**config.mk**
```make
export PLATFORM = sky130hd
export DESIGN_NAME = base64_codec
export DESIGN_NICKNAME = d
export VERILOG_FILES = /design/src/sv/b64c_pkg.sv /design/src/sv/base64_codec.sv
export VERILOG_INCLUDE_DIRS = /design/src /design/src/sv
export SDC_FILE = /design/constraint.sdc
export NUM_CORES = 1
export LEC_CHECK = 0
export BUFFER_PORTS_ARGS = -buffer_cell sky130_fd_sc_hd__buf_2
export CAP_MARGIN = 10
export CORE_MARGIN = 2
export CORE_UTILIZATION = 45
export DETAILED_ROUTE_END_ITERATION = 10
export REMOVE_ABC_BUFFERS = 1
export SLEW_MARGIN = 20
export SYNTH_ARGS = -nofsm -noshare
export SYNTH_HDL_FRONTEND = slang
export SYNTH_SLANG_ARGS = --single-unit
```
**constraint.sdc**
```tcl
create_clock -name clk -period 5.3 [get_ports clk]
set_clock_uncertainty 0.1 [all_clocks]
set_input_delay 0.795 -clock clk [delete_from_list [all_inputs] [get_ports clk]]
set_output_delay 0.795 -clock clk [all_outputs]
set_load 0.1 [all_outputs]
```
**src/sv/base64_codec_assert.svh**
```systemverilog
// assertion macros for the base64 codec
// no dependencies; included by the top level, which supplies clk and arst_n
`ifndef BASE64_CODEC_ASSERT_SVH
`define BASE64_CODEC_ASSERT_SVH

`ifndef SYNTH
// same-cycle implication, checked outside reset
`define B64C_ASSERT_NOW(label, ante, cons, msg) \
	label: assert property (@(posedge clk) disable iff (!arst_n) (ante) |-> (cons)) \
		else $error(msg);
// next-cycle implication, checked outside reset
`define B64C_ASSERT_NEXT(label, ante, cons, msg) \
	label: assert property (@(posedge clk) disable iff (!arst_n) (ante) |=> (cons)) \
		else $error(msg);
`else
`define B64C_ASSERT_NOW(label, ante, cons, msg)
`define B64C_ASSERT_NEXT(label, ante, cons, msg)
`endif

`endif

```
**src/sv/b64c_pkg.sv**
```systemverilog
// package for the base64 codec: word types, register map, alphabet functions
// no dependencies; used by base64_codec
package b64c_pkg;

	// register map
	localparam int unsigned AddrWidth = 3;
	localparam logic [AddrWidth-1:0] RegModeAddr = 3'd0;

	// mode codes
	localparam logic ModeEncode = 1'b0;
	localparam logic ModeDecode = 1'b1;

	localparam logic [7:0] PadChar = 8'h3d;

	// most results one input word can cause
	localparam int unsigned MaxResults = 4;

	typedef struct packed {
		logic [7:0] in_symbol;
		logic       in_last;
	} in_word_t;

	typedef struct packed {
		logic [7:0] out_symbol;
		logic       out_last;
		logic       out_empty;
	} out_word_t;

	// sextet to alphabet character
	function automatic logic [7:0] sextet_to_char(input logic [5:0] v);
		logic [7:0] c;
		if (v < 6'd26) begin
			c = 8'h41 + {2'b00, v};
		end else if (v < 6'd52) begin
			c = 8'h61 + {2'b00, v - 6'd26};
		end else if (v < 6'd62) begin
			c = 8'h30 + {2'b00, v - 6'd52};
		end else if (v == 6'd62) begin
			c = 8'h2b;
		end else begin
			c = 8'h2f;
		end
		return c;
	endfunction

	// character to {valid, sextet}
	function automatic logic [6:0] char_to_sextet(input logic [7:0] c);
		logic [6:0] r;
		if (c >= 8'h41 && c <= 8'h5a) begin
			r = {1'b1, 6'(c - 8'h41)};
		end else if (c >= 8'h61 && c <= 8'h7a) begin
			r = {1'b1, 6'(c - 8'h61 + 8'd26)};
		end else if (c >= 8'h30 && c <= 8'h39) begin
			r = {1'b1, 6'(c - 8'h30 + 8'd52)};
		end else if (c == 8'h2b) begin
			r = {1'b1, 6'd62};
		end else if (c == 8'h2f) begin
			r = {1'b1, 6'd63};
		end else begin
			r = 7'd0;
		end
		return r;
	endfunction

endpackage

```
**src/sv/base64_codec.sv**
```systemverilog
// base64 codec top level: input register, group logic, result shift buffer
// depends on b64c_pkg and base64_codec_assert.svh
//
// Usage
// - input channel in_valid/in_ready/in_data carries one symbol per word with a
//   last flag; output channel out_valid/out_ready/out_data gives one symbol per
//   word, with out_last on the final word of a message and out_empty on a
//   marker word that closes a message with nothing left to give
// - mode register at byte address 0 (APB, pready always high): 0 encodes,
//   1 decodes; a write also drops any partial group
// - an accepted word is held in the input register; its results are loaded
//   into the result buffer, and so reach out_data, once the buffer is free
// - throughput: one result word per cycle from the four-entry result buffer
//   while it holds results and out_ready is high; a word leaves the input
//   register only once the buffer is empty or sends its final word, even when
//   it gives no result; encoding gives four results per three input words and
//   decoding three results per four input words
// - the input register takes one more word while the result buffer still
//   holds unsent results, so a stalled receiver does not stall the sender
//   until both are full
// - reset clears the mode to encode, the partial group and both buffers
module base64_codec
	import b64c_pkg::*;
(
	input  logic                 clk,
	input  logic                 arst_n,
	// input word channel
	input  logic                 in_valid,
	output logic                 in_ready,
	input  in_word_t             in_data,
	// result word channel
	output logic                 out_valid,
	input  logic                 out_ready,
	output out_word_t            out_data,
	// configuration port
	input  logic                 psel,
	input  logic                 penable,
	input  logic                 pwrite,
	input  logic [AddrWidth-1:0] paddr,
	input  logic [31:0]          pwdata,
	output logic [31:0]          prdata,
	output logic                 pready
);

	localparam int unsigned CntWidth = $clog2(MaxResults + 1);

	// registers
	logic                mode_q;
	logic [17:0]         grp_bits_q;
	logic [1:0]          grp_cnt_q;
	logic                stopped_q;
	logic                valid_s1;
	in_word_t            word_s1;
	logic [7:0]          buf_q [MaxResults];
	logic [CntWidth-1:0] cnt_q;
	logic                last_q;
	logic                empty_q;

	// combinational results of the group logic
	logic [7:0]          res_sym [MaxResults];
	logic [CntWidth-1:0] res_cnt;
	logic                res_empty;
	logic [17:0]         nxt_bits;
	logic [1:0]          nxt_cnt;
	logic                nxt_stopped;

	logic cfg_wr;
	logic move;
	logic pop;

	// configuration port
	assign pready = 1'b1;
	assign cfg_wr = psel && penable && pwrite && (paddr == RegModeAddr);
	assign prdata = (paddr == RegModeAddr) ? {31'd0, mode_q} : 32'd0;

	// handshakes
	assign out_valid = (cnt_q != '0);
	assign pop       = out_valid && out_ready;
	assign move      = valid_s1 && ((cnt_q == '0) || ((cnt_q == CntWidth'(1)) && out_ready));
	assign in_ready  = !valid_s1 || move;

	assign out_data.out_symbol = buf_q[0];
	assign out_data.out_last   = last_q && (cnt_q == CntWidth'(1));
	assign out_data.out_empty  = empty_q;

	// group logic for the word in the input register
	always_comb begin
		logic [23:0] acc;
		logic [23:0] full;
		logic [2:0]  n;
		logic [6:0]  dec;
		for (int i = 0; i < MaxResults; i++) begin
			res_sym[i] = 8'd0;
		end
		res_cnt     = '0;
		res_empty   = 1'b0;
		nxt_bits    = grp_bits_q;
		nxt_cnt     = grp_cnt_q;
		nxt_stopped = stopped_q;
		acc         = 24'd0;
		full        = 24'd0;
		n           = 3'd0;
		dec         = char_to_sextet(word_s1.in_symbol);
		if (mode_q == ModeEncode) begin
			// encode: gather bytes, emit four characters per group
			acc = {grp_bits_q[15:0], word_s1.in_symbol};
			n   = {1'b0, grp_cnt_q} + 3'd1;
			if (n > 3'd3) begin
				n = 3'd3;
			end
			if (n == 3'd3 || word_s1.in_last) begin
				case (n)
					3'd1:    full = {acc[7:0], 16'd0};
					3'd2:    full = {acc[15:0], 8'd0};
					default: full = acc;
				endcase
				for (int i = 0; i < 4; i++) begin
					if (3'(i) <= n) begin
						res_sym[i] = sextet_to_char(full[23-6*i -: 6]);
					end else begin
						res_sym[i] = PadChar;
					end
				end
				res_cnt  = CntWidth'(4);
				nxt_bits = 18'd0;
				nxt_cnt  = 2'd0;
			end else begin
				nxt_bits = {2'b00, acc[15:0]};
				nxt_cnt  = n[1:0];
			end
		end else begin
			// decode: gather sextets until a stop character
			acc = {6'd0, grp_bits_q};
			n   = {1'b0, grp_cnt_q};
			if (!stopped_q) begin
				if (dec[6]) begin
					acc = {acc[17:0], dec[5:0]};
					n   = n + 3'd1;
				end else begin
					nxt_stopped = 1'b1;
				end
			end
			if (n == 3'd4) begin
				res_sym[0] = acc[23:16];
				res_sym[1] = acc[15:8];
				res_sym[2] = acc[7:0];
				res_cnt    = CntWidth'(3);
				acc        = 24'd0;
				n          = 3'd0;
			end
			// flush of a partial group at message end
			if (word_s1.in_last && n != 3'd0) begin
				case (n)
					3'd1:    full = {acc[5:0], 18'd0};
					3'd2:    full = {acc[11:0], 12'd0};
					default: full = {acc[17:0], 6'd0};
				endcase
				if (n >= 3'd2) begin
					res_sym[0] = full[23:16];
					res_cnt    = CntWidth'(1);
				end
				if (n == 3'd3) begin
					res_sym[1] = full[15:8];
					res_cnt    = CntWidth'(2);
				end
				acc = 24'd0;
				n   = 3'd0;
			end
			nxt_bits = acc[17:0];
			nxt_cnt  = n[1:0];
		end
		// message end clears the group; empty marker when nothing to give
		if (word_s1.in_last) begin
			nxt_bits    = 18'd0;
			nxt_cnt     = 2'd0;
			nxt_stopped = 1'b0;
			if (res_cnt == '0) begin
				res_sym[0] = 8'd0;
				res_cnt    = CntWidth'(1);
				res_empty  = 1'b1;
			end
		end
	end

	// mode and group state
	always_ff @(posedge clk or negedge arst_n) begin
		if (!arst_n) begin
			mode_q     <= ModeEncode;
			grp_bits_q <= 18'd0;
			grp_cnt_q  <= 2'd0;
			stopped_q  <= 1'b0;
		end else if (cfg_wr) begin
			mode_q     <= pwdata[0];
			grp_bits_q <= 18'd0;
			grp_cnt_q  <= 2'd0;
			stopped_q  <= 1'b0;
		end else if (move) begin
			grp_bits_q <= nxt_bits;
			grp_cnt_q  <= nxt_cnt;
			stopped_q  <= nxt_stopped;
		end
	end

	// input register
	always_ff @(posedge clk or negedge arst_n) begin
		if (!arst_n) begin
			valid_s1 <= 1'b0;
		end else if (in_ready) begin
			valid_s1 <= in_valid;
		end
	end

	always_ff @(posedge clk) begin
		if (in_ready && in_valid) begin
			word_s1 <= in_data;
		end
	end

	// result buffer control
	always_ff @(posedge clk or negedge arst_n) begin
		if (!arst_n) begin
			cnt_q   <= '0;
			last_q  <= 1'b0;
			empty_q <= 1'b0;
		end else if (move) begin
			cnt_q   <= res_cnt;
			last_q  <= word_s1.in_last;
			empty_q <= res_empty;
		end else if (pop) begin
			cnt_q <= cnt_q - CntWidth'(1);
		end
	end

	// result buffer data, shifted one word per pop
	always_ff @(posedge clk) begin
		if (move) begin
			buf_q <= res_sym;
		end else if (pop) begin
			for (int i = 0; i < MaxResults - 1; i++) begin
				buf_q[i] <= buf_q[i+1];
			end
			buf_q[MaxResults-1] <= 8'd0;
		end
	end

	// checks
`include "base64_codec_assert.svh"
	`B64C_ASSERT_NOW(a_empty_is_last, out_valid && out_data.out_empty, out_data.out_last, "empty marker without last")
	`B64C_ASSERT_NEXT(a_last_gives_result, move && word_s1.in_last, out_valid, "message end gave no result")
	`B64C_ASSERT_NOW(a_enc_count, mode_q == ModeEncode, grp_cnt_q != 2'd3, "encode group overfull")
	`B64C_ASSERT_NOW(a_buf_bound, 1'b1, cnt_q <= CntWidth'(MaxResults), "result buffer overrun")

endmodule

```
==> parameters.txt, run 1 <==
Parameter                              Value

Run status
  Run status ... complete, no violations

Global routing
  GRT Residual Overflow ... 0
  First-pass GRT wire length ... 34900 um
  Initial antenna violation count ... 0
  Number of global-route vias before repair ... 6214
  All-layer global routing usage ... 0.254
  Pin count of the biggest net entering global routing ... 39

Synth
  Register area share after synthesis ... 0.263
  Number of different library cells in the post-synthesis netlist ... 103
  Synthesized cell area ... 7340 um^2
  Post-synthesis sequential element count ... 69
  Synth warnings ... 0
  FFs w/ async S/R, synth ... 0.406
  Average cell area after synthesis ... 8.62 um^2
  Post-synthesis instance total ... 852
  Number of enable-type register cells in the synthesized netlist ... 41
  Top_reg_cell synth ... sky130_fd_sc_hd__edfxtp_1

Placement
  Number of port buffers ... 32
  Routability cong. ... 0.929
  Placed wire-length estimate after detailed placement ... 16300 um
  Post-Place Cells ... 1060

Floorplan
  Floorplan die height ... 132 um
  Number of cell rows ... 46
  Starting utilization of the core area ... 0.461
  IO Count ... 96
  Total core area ... 15900 um^2
  Width of the chip ... 132 um
  Overall die area ... 17400 um^2

Routing
  Average detailed-routed wire length per instance ... 20.8 um
  First-pass DRT Iterations ... 6
  First-iteration detailed-routing DRC count ... 728
  Per-cell via count in the routed design ... 6.29
  Remaining antenna violation count after routing ... 0
  Total via count after detailed routing ... 6769
  Detailed-route wire length ... 22400 um
  DRC violation count after routing ... 0

CTS
  Library cell used as clock root buffer ... sky130_fd_sc_hd__clkbuf_16
  # clock sinks ... 69
  Number of buffers inserted for hold repair after clock tree synthesis ... 0
  Resize count post-CTS ... 0
  TritonCTS clock tree ... done
  Number of buffers created by CTS ... 9
  Reg clk slew, reported paths ... 0.06 ns
  Number of buffers inserted by post-CTS setup repair ... 0
  Max clock buf depth ... 2
  Worst-skew pair later-pin latency ... 0.35 ns
  H-tree lvl count ... 3

Setup path
  Reg-to-reg slack, setup ... 0.84 ns
  Critical path required time ... 5.28 ns
  Critical Path Start Type ... flip-flop
  Critical register-to-register path endpoint ... buf_q[21]
  Reg2Reg Depth ... 14
  Kind of critical path ... flip-flop to flip-flop
  Kind of end point of the critical path ... flip-flop
  FF-to-FF Start ... grp_cnt_q[1]
  CP Launch Point ... grp_cnt_q[1]
  Critical Path AT ... 4.44 ns
  CP Max Fanout ... 19

Power
  Standby leakage power ... 3.17 nW
  Cell area power density ... 580 nW/um^2
  Post-layout power ... 4.54 mW
  VDD IR max ... 0.000262 V

Timing
  Total negative setup slack ... 0 ns
  Endpoints failing hold ... 0
  Slew headroom ... 0.348
  Setup-violating endpoint count in the final report ... 0
  FMAX ... 224 MHz
  Final period utilization ... 0.841
  Tightest hold margin ... 0.375 ns
  Clock period minus worst slack ... 4.46 ns
  Max-slew violation count ... 0
  Setup repair after global routing missed its margin ... no
  Worst Max-Slew Pin Slew ... 0.977 ns

Final layout
  Fraction of final layout cells with drive strength greater than 1 ... 0.133
  Commonest cells after routing, fill and taps aside ... sky130_fd_sc_hd__nand2_1, sky130_fd_sc_hd__ha_1, sky130_fd_sc_hd__o21ai_0
  Final instance count without filler cells ... 1076
  Fin nets ... 963
  Most common cell after layout, fill and taps aside ... sky130_fd_sc_hd__nand2_1
  Signed area change from the synthesized netlist to the final layout ... 6.59%
  ANT cells ... 0

Hold path
  Min-Delay Endpoint ... empty_q
  Number of cells on the worst hold path ... 2
  Launch instance of the worst min-delay path ... empty_q
  Path class of the lowest-slack min-delay path ... flip-flop to flip-flop

Run
  Max-capacitance violation count ... 0
[cell families after synthesis]
kind of cell,count (synthesis),share of synthesized area
multiplexers,12,0.0182
adder cells (fa/ha/maj),57,0.0971
AND/OR/NAND/NOR,265,0.191
buffers and inverters,130,0.0968
XOR/XNOR,40,0.0487
AO/OA/AOI/OAI,277,0.284
flip-flops,69,0.263
other,2,0.00102
[critical path, cell delays in order (launching register included)]
cell and delay, ns:
sky130_fd_sc_hd__dfrtp_1 0.38, sky130_fd_sc_hd__clkinv_1 0.05, sky130_fd_sc_hd__buf_4 0.20, sky130_fd_sc_hd__ha_1 0.69
sky130_fd_sc_hd__nor3b_1 0.20, sky130_fd_sc_hd__nor2_1 0.39, sky130_fd_sc_hd__inv_1 0.13, sky130_fd_sc_hd__ha_1 0.26
sky130_fd_sc_hd__and3_1 0.20, sky130_fd_sc_hd__a311oi_4 0.38, sky130_fd_sc_hd__xor2_2 0.22, sky130_fd_sc_hd__nand4_1 0.17
sky130_fd_sc_hd__or3_1 0.38, sky130_fd_sc_hd__a31oi_1 0.28, sky130_fd_sc_hd__o22ai_1 0.15
[worst max-delay path by stage]
| stage | endpoint | slack, ns |
|---|---|---|
| after floorplan | buf_q[21] | 1.07 |
| after global placement | buf_q[21] | 0.98 |
| after detailed placement | buf_q[21] | 0.97 |
| after CTS | buf_q[21] | 0.92 |
| after global routing | buf_q[18] | 0.62 |
| final | buf_q[21] | 0.84 |
[area by class of cell]
cell class                      count  area [um^2]
Fill cell                        1559         8110
Multi-Input combinational cell    683         4810
Sequential cell                    69         1930
Timing Repair Buffer               49          288
Tap cell                          216          270
Clock buffer                        9          225
Inverter                           43          161
Clock inverter                      7          138
[sequential cells by signal (all words and copies together), names as in the netlist]
signal and count:
buf_q 24, cnt_q 3, empty_q 1, grp_bits_q 18, grp_cnt_q 2, last_q 1
mode_q 1, out_data 8, stopped_q 1, valid_s1 1, word_s1 9
[Yosys cell counts (15+ instances only)]
master / number / area, um^2
sky130_fd_sc_hd__a21oi_1: 44 / 220
sky130_fd_sc_hd__nor2_1: 42 / 158
sky130_fd_sc_hd__clkbuf_1: 23 / 86.3
sky130_fd_sc_hd__xnor2_1: 24 / 210
sky130_fd_sc_hd__a31oi_1: 20 / 125
sky130_fd_sc_hd__xor2_1: 15 / 131
sky130_fd_sc_hd__o21ai_0: 48 / 240
sky130_fd_sc_hd__buf_4: 47 / 353
sky130_fd_sc_hd__nand2_1: 87 / 327
sky130_fd_sc_hd__inv_1: 41 / 154
sky130_fd_sc_hd__a22oi_1: 15 / 113
sky130_fd_sc_hd__o211ai_1: 16 / 120
sky130_fd_sc_hd__nor3_1: 24 / 120
sky130_fd_sc_hd__dfrtp_1: 28 / 701
sky130_fd_sc_hd__nand3_1: 23 / 115
sky130_fd_sc_hd__ha_1: 57 / 713
sky130_fd_sc_hd__edfxtp_1: 41 / 1230
[power breakdown]
part           internal, mW  switching, mW  total, mW
logic                 0.875           1.93       2.80
registers             0.802          0.194      0.996
clock network         0.505          0.236      0.741
[per-stage QoR]
stage / util / setup WS [ns] / area [um^2]
3_3_place_gp: 0.468 / 0.975 / 7470
5_1_grt: 0.491 / 0.622 / 7830
4_1_cts: 0.491 / 0.918 / 7830
6_report: 0.491 / 0.840 / 7830
3_5_place_dp: 0.468 / 0.966 / 7470
2_1_floorplan: - / 1.07 / 6910
[routing by layer]
| layer | share of wire | up-vias | global-route usage | wire length [um] |
|---|---|---|---|---|
| met5 | 0 | - | 0 | 0 |
| met3 | 0.096 | 52 | 0.0596 | 2160 |
| met4 | 0.027 | 0 | 0.0960 | 613 |
| met1 | 0.43 | 3237 | 0.350 | 9610 |
| li1 | - | 3120 | - | - |
| met2 | 0.45 | 360 | 0.387 | 9980 |
No activity file was read; power rests on OpenSTA's default activity.
==> run 2: changes to the inputs <==
--- a/config.mk
+++ b/config.mk
@@ -11,6 +11,7 @@
 export CORE_MARGIN = 2
 export CORE_UTILIZATION = 45
 export DETAILED_ROUTE_END_ITERATION = 10
+export PLACE_DENSITY = 0.67
 export REMOVE_ABC_BUFFERS = 1
 export SLEW_MARGIN = 20
 export SYNTH_ARGS = -nofsm -noshare
==> constraint.sdc (replaced) <==
create_clock -name clk -period 4.1 [get_ports clk]
set_clock_uncertainty 0.1 [all_clocks]
set_input_delay 0.615 -clock clk [delete_from_list [all_inputs] [get_ports clk]]
set_output_delay 0.615 -clock clk [all_outputs]
set_load 0.1 [all_outputs]
==> parameters.txt, run 2 (synthesized netlist as in run 1, its figures left out) <==
Parameter                              Value

Global routing
  Pin count of the biggest net entering global routing ... 39 (unchanged)
  Initial antenna violation count ... 0 (unchanged)
  All-layer global routing usage ... 0.240 (-0.0132)
  GRT Residual Overflow ... 0 (unchanged)
  Number of global-route vias before repair ... 6227 (+0.21%)
  First-pass GRT wire length ... 33700 um (-3.4%)

Setup path
  Critical Path Start Type ... flip-flop
  Most frequent CP cell ... sky130_fd_sc_hd__ha_1
  Kind of end point of the critical path ... flip-flop
  Reg-to-reg slack, setup ... 0.14 ns (-0.70 ns)
  Critical Path AT ... 3.95 ns (-0.49 ns)
  Worst-path cell with the longest stage delay ... sky130_fd_sc_hd__a2111oi_0
  Chain of cells forming the critical path ... clkinv_1, ha_1, and2_1, nor2_1, inv_1, ha_1, and3_1, a311oi_4, o21a_1, nor3_1, a2111oi_0, o22ai_1, o21bai_1
  CP Max Fanout ... 11 (-8)
  Largest incremental delay on the critical path ... 0.66 ns (-0.03 ns)
  Critical path required time ... 4.09 ns (-1.19 ns)
  Kind of critical path ... flip-flop to flip-flop

Floorplan
  IO Count ... 96 (unchanged)
  Overall die area ... 17400 um^2 (unchanged)
  Width of the chip ... 132 um (unchanged)
  Starting utilization of the core area ... 0.461 (unchanged)
  Number of cell rows ... 46 (unchanged)
  Total core area ... 15900 um^2 (unchanged)
  Floorplan die height ... 132 um (unchanged)

Final layout
  Commonest cells after routing, fill and taps aside ... sky130_fd_sc_hd__nand2_1, sky130_fd_sc_hd__ha_1, sky130_fd_sc_hd__o21ai_0
  Max reg flops ... 24 (unchanged)
  Multi-input combinational cell area ... 4830 um^2 (+0.26%)
  Post-route cell area ... 7880 um^2 (+0.61%)
  Fraction of final layout cells with drive strength greater than 1 ... 0.148 (+0.0150)
  Fin nets ... 977 (+1.5%)
  Largest Register ... buf_q
  ANT cells ... 0 (unchanged)
  Most common cell after layout, fill and taps aside ... sky130_fd_sc_hd__nand2_1
  Signed area change from the synthesized netlist to the final layout ... 7.24%
  Sequential cell area ... 1930 um^2 (unchanged)
  Number of filler cells placed in the layout ... 1546 (-0.83%)
  Largest registers ... buf_q x24, grp_bits_q x18, word_s1 x9

Timing
  Endpoints failing hold ... 0 (unchanged)
  Setup-violating endpoint count in the final report ... 0 (unchanged)
  Setup repair after global routing missed its margin ... no
  Clock period minus worst slack ... 3.96 ns (-0.496 ns)
  Tightest hold margin ... 0.238 ns (-0.137 ns)
  Final period utilization ... 0.967 (+0.125)
  Worst Max-Slew Pin Slew ... 0.909 ns (-0.0684 ns)
  Slew headroom ... 0.394 (+0.0456)
  Max-slew violation count ... 0 (unchanged)
  FMAX ... 252 MHz (+13%)

Routing
  Total via count after detailed routing ... 6605 (-2.4%)
  First-pass DRT Iterations ... 6 (unchanged)
  First-iteration detailed-routing DRC count ... 732 (+0.55%)
  Average detailed-routed wire length per instance ... 19.3 um (-7.2%)
  Detailed-route wire length ... 21000 um (-6.0%)
  DRC violation count after routing ... 0 (unchanged)
  Remaining antenna violation count after routing ... 0 (unchanged)
  Per-cell via count in the routed design ... 6.06 (-3.7%)

CTS
  Number of buffers created by CTS ... 9 (unchanged)
  Max clock buf depth ... 2 (unchanged)
  H-tree lvl count ... 3 (unchanged)
  Resize count post-CTS ... 0 (unchanged)
  Number of buffers inserted for hold repair after clock tree synthesis ... 0 (unchanged)
  # clock sinks ... 69 (unchanged)
  Number of buffers inserted by post-CTS setup repair ... 0 (unchanged)
  Library cell used as clock root buffer ... sky130_fd_sc_hd__clkbuf_16
  Reg clk slew, reported paths ... 0.06 ns (about the same)
  TritonCTS clock tree ... done
  Worst-skew pair later-pin latency ... 0.34 ns (about the same)

Power
  Standby leakage power ... 3.21 nW (+1.1%)
  Cell area power density ... 725 nW/um^2 (+25%)
  Cell Int Power ... 2.69 mW (+23%)
  Power share of the combinational group ... 0.645 (+0.028)
  Reg power frac ... 0.225 (+0.006)
  Net Switching ... 3.02 mW (+28%)
  Share of total power consumed by net switching ... 0.529 (+0.00950)
  VDD IR max ... 0.000622 V (+140%)
  Portion of total power attributed to the clock network ... 0.130 (-0.033)

Hold path
  Path class of the lowest-slack min-delay path ... primary input to async pin

Run
  Max-capacitance violation count ... 0 (unchanged)

Placement
  Number of port buffers ... 32 (unchanged)
  Placed wire-length estimate after detailed placement ... 15500 um (-5.1%)
  Standard cell area after detailed placement ... 7590 um^2 (+1.6%)
  Routability cong. ... 0.967 (+4.1%)

Run status
  Run status ... complete, no violations
==> run 2: power groups by stage <==
| stage | clock network (mW) | registers (mW) | logic, mW |
|---|---|---|---|
| 2_1_floorplan | 0 | 1.55 | 2.35 |
| 3_3_place_gp | 0 | 1.28 | 3.59 |
| 3_5_place_dp | 0 | 1.28 | 3.62 |
| 4_1_cts | 0.746 | 1.27 | 3.64 |
| 5_1_grt | 0.780 | 1.30 | 4.02 |
| 6_report | 0.744 | 1.28 | 3.69 |
==> run 2: per-stage QoR <==
stage | setup TNS [ns] | util | setup WS [ns] | instances | power, mW
after CTS | 0 | 0.494 | 0.133 | 1090 | 5.66
after detailed placement | 0 | 0.476 | 0.167 | 1074 | 4.91
after global routing | 0 | 0.494 | 0.00166 | 1090 | 6.10
after floorplan | -0.193 | - | -0.130 | 795 | 3.90
after global placement | 0 | 0.476 | 0.238 | 1074 | 4.88
final | 0 | 0.494 | 0.136 | 1090 | 5.71
==> run 2: worst paths after layout <==
path                                    from        endpoint  depth (start not counted)
min in group clk                  in_data[0]      word_s1[0]                          1
worst min register to register       empty_q         empty_q                          2
worst min-delay path                  arst_n  grp_bits_q[13]                          1
worst max register to register  grp_cnt_q[1]       buf_q[18]                         13
worst max-delay path            grp_cnt_q[1]       buf_q[18]                         13
max in group asynchronous             arst_n   grp_bits_q[1]                          1
==> run 2: worst max-delay path: cells and delay by family, from the launching register on <==
family | cells | cell delay, ns
buffers and inverters | 2 | 0.30
flip-flops | 1 | 0.35
adder cells (fa/ha/maj) | 2 | 0.66
AO/OA/AOI/OAI | 5 | 1.64
AND/OR/NAND/NOR | 4 | 0.66
==> run 2: final cells by class <==
class / instances / share of cell area
multi-input combinational: 683 / 0.613
sequential: 69 / 0.245
timing repair buffer: 63 / 0.0515
tap: 216 / 0.0343
clock buffer: 12 / 0.0327
inverter: 43 / 0.0205
clock inverter: 4 / 0.00286
==> run 2: metal layers <==
layer,vias to the layer above,wire length [um],track usage
met1,3101,9330,0.342
met3,29,1650,0.0311
met4,0,349,0.0543
met5,-,0,0
met2,308,9690,0.390
li1,3167,-,-
==> run 3: changes to the inputs <==
--- a/config.mk
+++ b/config.mk
@@ -13,7 +13,7 @@
 export DETAILED_ROUTE_END_ITERATION = 10
 export PLACE_DENSITY = 0.67
 export REMOVE_ABC_BUFFERS = 1
-export SLEW_MARGIN = 20
+export SETUP_SLACK_MARGIN = 0.2
 export SYNTH_ARGS = -nofsm -noshare
 export SYNTH_HDL_FRONTEND = slang
 export SYNTH_SLANG_ARGS = --single-unit
==> parameters.txt, run 3 (synthesized netlist as in run 1, its figures left out) <==
Parameter                              Value

Final layout
  Utilization of the core after routing ... 0.496 (+0.00157)
  Largest Register ... buf_q
  ANT cells ... 0 (unchanged)
  Commonest cells after routing, fill and taps aside ... sky130_fd_sc_hd__nand2_1, sky130_fd_sc_hd__ha_1, sky130_fd_sc_hd__o21ai_0
  Signed area change from the synthesized netlist to the final layout ... 7.58%
  Most common cell after layout, fill and taps aside ... sky130_fd_sc_hd__nand2_1
  Post-route cell area ... 7900 um^2 (+0.32%)
  Max reg flops ... 24 (unchanged)
  Final instance count without filler cells ... 1090 (unchanged)
  Fraction of final layout cells with drive strength greater than 1 ... 0.152 (+0.00458)
  Largest registers ... buf_q x24, grp_bits_q x18, word_s1 x9
  Number of filler cells placed in the layout ... 1548 (+0.13%)
  Fin nets ... 977 (unchanged)
  Multi-input combinational cell area ... 4850 um^2 (+0.44%)
  Sequential cell area ... 1930 um^2 (unchanged)

Global routing
  All-layer global routing usage ... 0.240 (about the same)
  Pin count of the biggest net entering global routing ... 39 (unchanged)
  Number of global-route vias before repair ... 6227 (unchanged)
  GRT Residual Overflow ... 0 (unchanged)
  First-pass GRT wire length ... 33800 um (about the same)
  Initial antenna violation count ... 0 (unchanged)

Routing
  First-pass DRT Iterations ... 8 (+2)
  Remaining antenna violation count after routing ... 0 (unchanged)
  Total via count after detailed routing ... 6625 (+0.30%)
  DRC violation count after routing ... 0 (unchanged)
  Average detailed-routed wire length per instance ... 19.2 um (-0.34%)
  Per-cell via count in the routed design ... 6.08 (+0.30%)
  First-iteration detailed-routing DRC count ... 800 (+9.3%)
  Detailed-route wire length ... 21000 um (-0.34%)

Timing
  Total negative setup slack ... 0 ns (unchanged)
  Setup repair after global routing missed its margin ... no
  Worst Max-Slew Pin Slew ... 0.875 ns (-0.0335 ns)
  Setup-violating endpoint count in the final report ... 0 (unchanged)
  FMAX ... 271 MHz (+7.4%)
  Final period utilization ... 0.900 (-0.0665)
  Endpoints failing hold ... 0 (unchanged)
  Tightest hold margin ... 0.237 ns (-0.000138 ns)
  Clock period minus worst slack ... 3.69 ns (-0.273 ns)
  Setup slack of the critical path after layout ... 0.409 ns (+0.273 ns)
  Slew headroom ... 0.412 (+0.0178)
  Max-slew violation count ... 0 (unchanged)

Power
  Post-layout power ... 5.74 mW (+0.47%)
  Standby leakage power ... 3.21 nW (about the same)
  VDD IR max ... 0.000621 V (-0.20%)
  Cell area power density ... 727 nW/um^2 (+0.16%)

Placement
  Post-Place Worst Slack ... 0.167 ns (unchanged)
  Number of port buffers ... 32 (unchanged)
  Placed wire-length estimate after detailed placement ... 15500 um (unchanged)
  Standard cell area after detailed placement ... 7590 um^2 (unchanged)
  Routability cong. ... 0.967 (unchanged)
  Post-Place Cells ... 1074 (unchanged)

Floorplan
  Total core area ... 15900 um^2 (unchanged)
  IO Count ... 96 (unchanged)
  Number of cell rows ... 46 (unchanged)
  Starting utilization of the core area ... 0.461 (unchanged)
  Overall die area ... 17400 um^2 (unchanged)
  Width of the chip ... 132 um (unchanged)
  Floorplan die height ... 132 um (unchanged)

Setup path
  Critical Path Start Type ... flip-flop
  Kind of end point of the critical path ... flip-flop
  Largest incremental delay on the critical path ... 0.39 ns (-0.27 ns)
  Chain of cells forming the critical path ... clkinvlp_4, ha_4, and2_1, nor2_1, inv_1, ha_1, and3_1, a311oi_4, xor2_2, nand4_1, or3_1, a31oi_1, o22ai_1
  Kind of cell adding the most delay to the critical path ... simple AND/OR/NAND/NOR gates
  Buffers & Inverters on Critical Path ... 2 (unchanged)
  Critical Path AT ... 3.67 ns (-0.28 ns)
  Kind of critical path ... flip-flop to flip-flop
  Worst-path cell with the longest stage delay ... sky130_fd_sc_hd__dfrtp_1
  CP Max Fanout ... 11 (unchanged)
  Critical path required time ... 4.08 ns (about the same)

CTS
  H-tree lvl count ... 3 (unchanged)
  # clock sinks ... 69 (unchanged)
  Worst-skew pair later-pin latency ... 0.34 ns (about the same)
  Library cell used as clock root buffer ... sky130_fd_sc_hd__clkbuf_16
  Number of buffers created by CTS ... 9 (unchanged)
  TritonCTS clock tree ... done
  Max clock buf depth ... 2 (unchanged)
  Reg clk slew, reported paths ... 0.06 ns (about the same)

Run
  Max-capacitance violation count ... 0 (unchanged)

Run status
  Run status ... complete, no violations

Hold path
  Path class of the lowest-slack min-delay path ... primary input to async pin
-- run 3: cell types whose count changed in the layout (fill, tap and decap cells not counted) --
| cell | previous run | this run |
|---|---|---|
| sky130_fd_sc_hd__a2111oi_0 | 2 | 1 |
| sky130_fd_sc_hd__ha_2 | 0 | 1 |
| sky130_fd_sc_hd__ha_1 | 57 | 55 |
| sky130_fd_sc_hd__ha_4 | 0 | 1 |
| sky130_fd_sc_hd__nor3b_2 | 2 | 3 |
| sky130_fd_sc_hd__a2111oi_1 | 0 | 1 |
| sky130_fd_sc_hd__nor3b_1 | 5 | 4 |
| sky130_fd_sc_hd__clkinvlp_4 | 1 | 2 |
| sky130_fd_sc_hd__clkinv_1 | 2 | 1 |
-- run 3: final cells by class --
type                       instances  area share
sequential                        69       0.244
timing repair buffer              63      0.0513
clock inverter                     4     0.00285
clock buffer                      12      0.0326
multi-input combinational        683       0.614
inverter                          43      0.0209
tap                              216      0.0342
-- run 3: power by group --
| group | internal (mW) | switching [mW] |
|---|---|---|
| combinational | 1.23 | 2.48 |
| clock | 0.443 | 0.300 |
| sequential | 1.04 | 0.250 |
-- run 3: path summary, 6_finish.rpt --
check,cells after the start,slack [ns],endpoint,startpoint
worst max-delay path,13,0.41,buf_q[21],grp_cnt_q[1]
worst min-delay path,1,0.24,grp_bits_q[13],arst_n
worst max register to register,13,0.41,buf_q[21],grp_cnt_q[1]
worst min register to register,2,0.38,empty_q,empty_q
max in group asynchronous,1,3.19,grp_bits_q[1],arst_n
min in group clk,1,0.35,word_s1[0],in_data[0]
-- run 3: metal layers --
layer,track usage,share of wire,up-vias
met5,0,0,-
met4,0.0543,0.018,0
met3,0.0311,0.086,33
met2,0.390,0.46,349
met1,0.342,0.43,3076
li1,-,-,3167
-- run 3: repair_timing --
action | in CTS | in global routing
resized for setup | 1 | 6
hold buffers | 0 | 0
gates cloned | 0 | 0
setup endpoints to repair | 1 | 10
buffers inserted | 0 | 0
